File: src/rtl/assert_macros.svh
// Assertion macros used by the top level of the delay search block.
// Expects signals named clk and arst_n in the scope of each use.
`ifndef ASSERT_MACROS_SVH
`define ASSERT_MACROS_SVH
`ifndef SYNTHESIS
// Check a property on every rising edge outside reset.
`define CCDS_ASSERT(lbl, prop, msg) \
	lbl: assert property (@(posedge clk) disable iff (!arst_n) prop) else $error(msg);
// Check that a condition never holds outside reset.
`define CCDS_NEVER(lbl, cond, msg) \
	lbl: assert property (@(posedge clk) disable iff (!arst_n) !(cond)) else $error(msg);
`else
`define CCDS_ASSERT(lbl, prop, msg)
`define CCDS_NEVER(lbl, cond, msg)
`endif
`endif

File: src/rtl/ccds_pkg.sv
// Package for the cross-correlation delay search: widths, beat types,
// and the command/status bundles between controller and datapath. No dependencies.
package ccds_pkg;

	localparam int SAMPLE_BITS     = 16;
	localparam int ACC_W           = 44;
	localparam int LAG_OUT_W       = 11;
	localparam int MAX_SAMPLES_DEF = 4096;

	typedef struct packed {
		logic signed [SAMPLE_BITS-1:0] ref_sample;
		logic signed [SAMPLE_BITS-1:0] resp_sample;
		logic                          last;
	} ccds_in_t;

	typedef struct packed {
		logic [LAG_OUT_W-1:0] best_lag;
		logic [ACC_W-1:0]     best_corr;
		logic                 truncated;
	} ccds_out_t;

	typedef struct packed {
		logic wr_en;
		logic start;
		logic rd_vld;
		logic rd_last;
		logic load_out;
		logic truncated;
	} ccds_cmd_t;

	typedef struct packed {
		logic pipe_busy;
		logic out_free;
	} ccds_sts_t;

endpackage

File: src/rtl/ccds_ctrl.sv
// Controller of the delay search: load counter, lag and index sequencer.
// Depends on ccds_pkg.
module ccds_ctrl #(
	parameter int MAX_SAMPLES = ccds_pkg::MAX_SAMPLES_DEF,
	parameter int CNT_W       = $clog2(MAX_SAMPLES + 1),
	parameter int ADDR_W      = $clog2(MAX_SAMPLES),
	parameter int LAG_W       = CNT_W - 1
) (
	input  logic                  clk,
	input  logic                  arst_n,
	input  logic                  sample_valid,
	input  logic                  sample_last,
	output logic                  sample_ready,
	input  ccds_pkg::ccds_sts_t   sts,
	output ccds_pkg::ccds_cmd_t   cmd,
	output logic [ADDR_W-1:0]     wr_addr,
	output logic [ADDR_W-1:0]     rd_addr_a,
	output logic [ADDR_W-1:0]     rd_addr_b,
	output logic [LAG_W-1:0]      lag
);
	import ccds_pkg::*;

	localparam logic [1:0] ST_LOAD  = 2'd0;
	localparam logic [1:0] ST_RUN   = 2'd1;
	localparam logic [1:0] ST_DRAIN = 2'd2;
	localparam logic [1:0] ST_DONE  = 2'd3;

	logic [1:0]        state_q, state_d;
	logic [CNT_W-1:0]  count_q, count_d;
	logic              ovf_q, ovf_d;
	logic [LAG_W-1:0]  lag_q, lag_d;
	logic [ADDR_W-1:0] idx_q, idx_d;
	logic              full;
	logic [CNT_W-1:0]  b_sum;
	logic              term_last;
	logic [LAG_W-1:0]  lag_end;

	assign full      = (count_q == CNT_W'(MAX_SAMPLES));
	assign b_sum     = CNT_W'(idx_q) + CNT_W'(lag_q);
	assign term_last = (b_sum == count_q - 1'b1);
	assign lag_end   = count_q[CNT_W-1:1] - 1'b1;

	assign wr_addr   = count_q[ADDR_W-1:0];
	assign rd_addr_a = idx_q;
	assign rd_addr_b = b_sum[ADDR_W-1:0];
	assign lag       = lag_q;

	always_comb begin
		cmd           = '0;
		cmd.truncated = ovf_q;
		sample_ready  = 1'b0;
		state_d       = state_q;
		count_d       = count_q;
		ovf_d         = ovf_q;
		lag_d         = lag_q;
		idx_d         = idx_q;
		unique case (state_q)
			ST_LOAD: begin
				sample_ready = 1'b1;
				if (sample_valid) begin
					if (!full) begin
						cmd.wr_en = 1'b1;
						count_d   = count_q + 1'b1;
					end else begin
						ovf_d = 1'b1;
					end
					if (sample_last) begin
						cmd.start = 1'b1;
						lag_d     = '0;
						idx_d     = '0;
						if (count_d[CNT_W-1:1] == '0) begin
							state_d = ST_DONE;
						end else begin
							state_d = ST_RUN;
						end
					end
				end
			end
			ST_RUN: begin
				cmd.rd_vld  = 1'b1;
				cmd.rd_last = term_last;
				if (term_last) begin
					idx_d = '0;
					if (lag_q == lag_end) begin
						state_d = ST_DRAIN;
					end else begin
						lag_d = lag_q + 1'b1;
					end
				end else begin
					idx_d = idx_q + 1'b1;
				end
			end
			ST_DRAIN: begin
				if (!sts.pipe_busy) begin
					state_d = ST_DONE;
				end
			end
			ST_DONE: begin
				if (sts.out_free) begin
					cmd.load_out = 1'b1;
					count_d      = '0;
					ovf_d        = 1'b0;
					state_d      = ST_LOAD;
				end
			end
		endcase
	end

	always_ff @(posedge clk or negedge arst_n) begin
		if (!arst_n) begin
			state_q <= ST_LOAD;
			count_q <= '0;
			ovf_q   <= 1'b0;
			lag_q   <= '0;
			idx_q   <= '0;
		end else begin
			state_q <= state_d;
			count_q <= count_d;
			ovf_q   <= ovf_d;
			lag_q   <= lag_d;
			idx_q   <= idx_d;
		end
	end

endmodule

File: config.mk
export PLATFORM = sky130hd
export DESIGN_NAME = ccds_ctrl
export DESIGN_NICKNAME = d
export VERILOG_FILES = /design/src/rtl/assert_macros.svh /design/src/rtl/ccds_pkg.sv /design/src/rtl/ccds_ctrl.sv
export SDC_FILE = /design/constraint.sdc
export NUM_CORES = 1
export LEC_CHECK = 0
export BUFFER_PORTS_ARGS = -buffer_cell sky130_fd_sc_hd__buf_4
export CAP_MARGIN = 20
export CORE_AREA = 2 2 92 94
export CTS_BUF_LIST = sky130_fd_sc_hd__clkbuf_16
export DETAILED_ROUTE_END_ITERATION = 12
export DIE_AREA = 0 0 94 96
export PLACE_DENSITY = 0.84
export SETUP_SLACK_MARGIN = 0.4
export SYNTH_ARGS = -nofsm -noshare
export SYNTH_HDL_FRONTEND = slang
export SYNTH_SLANG_ARGS = --single-unit
File: constraint.sdc
create_clock -name clk -period 9.8 [get_ports clk]
set_clock_uncertainty 0.1 [all_clocks]
set_input_delay 0.49 -clock clk [delete_from_list [all_inputs] [get_ports clk]]
set_output_delay 0.49 -clock clk [all_outputs]
set_load 0.02 [all_outputs]
==> out/results.ini <==
[yosys]
syn_avg_cell_area_sq_um=7.83
synth-main-ff-cell=dfrtp_1
syn_nets=584
synth_common_cells=54 x nand2_1, 53 x nor2_1, 40 x dfrtp_1
synth_top_cell_by_area=dfrtp_1
yosysMostFrequentCell=nand2_1
postSynthCellCount=555
netlist_area_sq_um=4350
synthArstFlopShare_pct=100
synthDistinctLibCells=77
synth-seq-area-share_pct=23.0
yosysWarnings=0
synth-edff-count=0
synth_top_area_share_pct=23.0
ys_ff_latch=40
netlist_top_cells_area=dfrtp_1 23%, ha_1 6.3%, xnor2_1 5.8%

[setup_path]
worstPathMaxFanout=9
critPathSlowestCell=dfrtp_1
reg2reg_to=lag[7]
start_kind=flip-flop
r2r_cells=11
crit_arrival_ps=3550
cp_data_required_time_ps=9210
path_buf_inv=2
critPathMaxStageDelay_ps=510
r2r_slack_ps=5800
worstPathCellList=ha_1 -> inv_1 -> fa_1 -> nor2b_1 -> o311ai_2 -> a2111o_1 -> a21oi_1 -> o2111ai_1 -> nand4bb_1 -> nor4_1 -> buf_4
worstReg2RegStart=lag[0]
path_class=reg -> out
endpoint_kind=primary output
cp_top_family=compound AO/OA/AOI/OAI gates

[route]
finalWirelength_mm=12.5
vias=4408
drt_iter0_markers=511
drtPass1Iterations=5
drtAntennaViolNets=0
drc_errors=0
avgViaCountPerCell=6.46
wire_per_inst_microns=18.3

[clock_network]
cts-root-buf=clkbuf_16
cts.sink_count=40
cts.repair.resized=0
clk_pin_slew_ps=60
numCtsBuffers=5
post_cts_buffers=0
cts_tree=done
clkLatencyLatePin_ps=290
cts_buffer_depth=2
hold_buffers=0
cts_max_level=2

[die]
pin_count=61
start_util_pct=54.0
coreArea_sq_um=8050
num_rows=33
fp.dieW_microns=94
die_area_sq_um=9020
die_h_microns=96

[layout]
finalNonFillerCells=682
fill_cells=718
areaGrowthSynthToFinish_pct=12.0
diodes=0
drive_above_1_share_pct=16.3
final_cell_area_sq_um=4870
fin_nets=605
multi_input_area_sq_um=3020
seqCellArea_sq_um=1000

[flow_run]
drv_cap=0

[timing]
finalSetupViolations=0
clock.fmax_mhz=242
slew-limit-headroom_pct=29.6
hold_viol_final=0
slew_violations=0
rsz0062_at_grt=no
worst_pin_slew_ps=1050
fin_crit_sh_pct=42.2
tns_ps=0
fin_crit_ps=4140

[status]
outcome=finished, final reports clean

[grt]
antenna_found_initial=0
grt-ovfl-total=0
grt_pass1_vias=4164
grt_pass1_wl_mm=20.3
track_usage_pct=28.3
grt_start_max_net_pins=41

[place]
place_inst=674
gp_congestion=0.989
io_buffers=60
detailedPlacementHpwl_mm=8.86
dpl_cell_area_sq_um=4710

[pwr]
cellPowerDensity_nw_per_um2=269
leakage_nw=2.13
ir_drop_mv=0.152
total_power_mw=1.31

[worst_hold_path]
hold_class=in -> async

-- area by class of cell --
cell class / instances / area share [%]
repair buffers: 63 / 9.71
clock inverters: 3 / 0.771
multi-input cells: 444 / 62.0
clock buffers: 5 / 2.57
inverters: 22 / 1.70
well taps: 105 / 2.70
flip-flops and latches: 40 / 20.6
-- logic make-up (layout without fill, tap and decap cells) --
logic type / count (synthesis) / count (layout) / synth area share, %
muxes: 3 / 3 / 0.719
DFF: 40 / 40 / 23.0
AOI/OAI and AO/OA: 123 / 123 / 20.5
buffers and inverters: 71 / 93 / 7.71
and+or+nand+nor: 245 / 245 / 30.0
adders and majority gates: 23 / 23 / 6.79
xor gates and xnor gates: 50 / 50 / 11.2
-- per-layer routing --
metal,vias to the layer above,global-route usage (%),wire (microns)
li1,2058,-,-
met1,2110,36.7,5120
met2,200,45.9,5930
met3,40,5.79,997
met4,0,12.8,402
met5,-,0,0
-- flip-flops by register name (all words and copies together), names as in the netlist --
| name | flops |
|---|---|
| count_q | 13 |
| lag | 12 |
| ovf_q | 1 |
| rd_addr_a | 12 |
| state_q | 2 |
-- through the flow --
step | util, % | setup WS [ps] | hold slack, ps
floorplan | - | 6040 | 94.4
global placement | 58.4 | 6040 | 370
detailed placement | 58.4 | 5870 | 391
CTS | 60.5 | 5750 | 117
global route | 60.5 | 5460 | 125
finish | 60.5 | 5660 | 85.1
-- cell usage in the layout, fill, tap and decap left out, drive strengths merged, types with 9 or more instances in the layout --
cell	synthesis	routed
or3	9	9
xnor2	30	30
dfrtp	40	40
nand2	55	55
o311ai	9	9
nor2	53	53
buf	22	63
o211ai	10	10
nand4	14	14
and3	10	10
inv	22	22
o21ai	25	25
xor2	17	17
nand3	29	29
and2	9	9
nor3	13	13
nor4	12	12
ha	22	22
a21oi	18	18
-- worst max path at each step --
stage | from | cells past startpoint | slack, ps | to
4_1_cts | lag[0] | 11 | 5750 | cmd[2]
3_3_place_gp | lag[0] | 11 | 6040 | state_q[1]
6_report | lag[0] | 11 | 5660 | cmd[2]
5_1_grt | lag[0] | 11 | 5460 | cmd[2]
2_1_floorplan | lag[0] | 10 | 6040 | cmd[2]
3_5_place_dp | lag[0] | 11 | 5870 | lag[2]
-- power by group --
part / internal, mW / switching, mW / total, mW
logic: 0.344 / 0.476 / 0.819
registers: 0.203 / 0.102 / 0.304
clock network: 0.118 / 0.0682 / 0.187
Note: power is estimated with default switching activity, not from simulation.
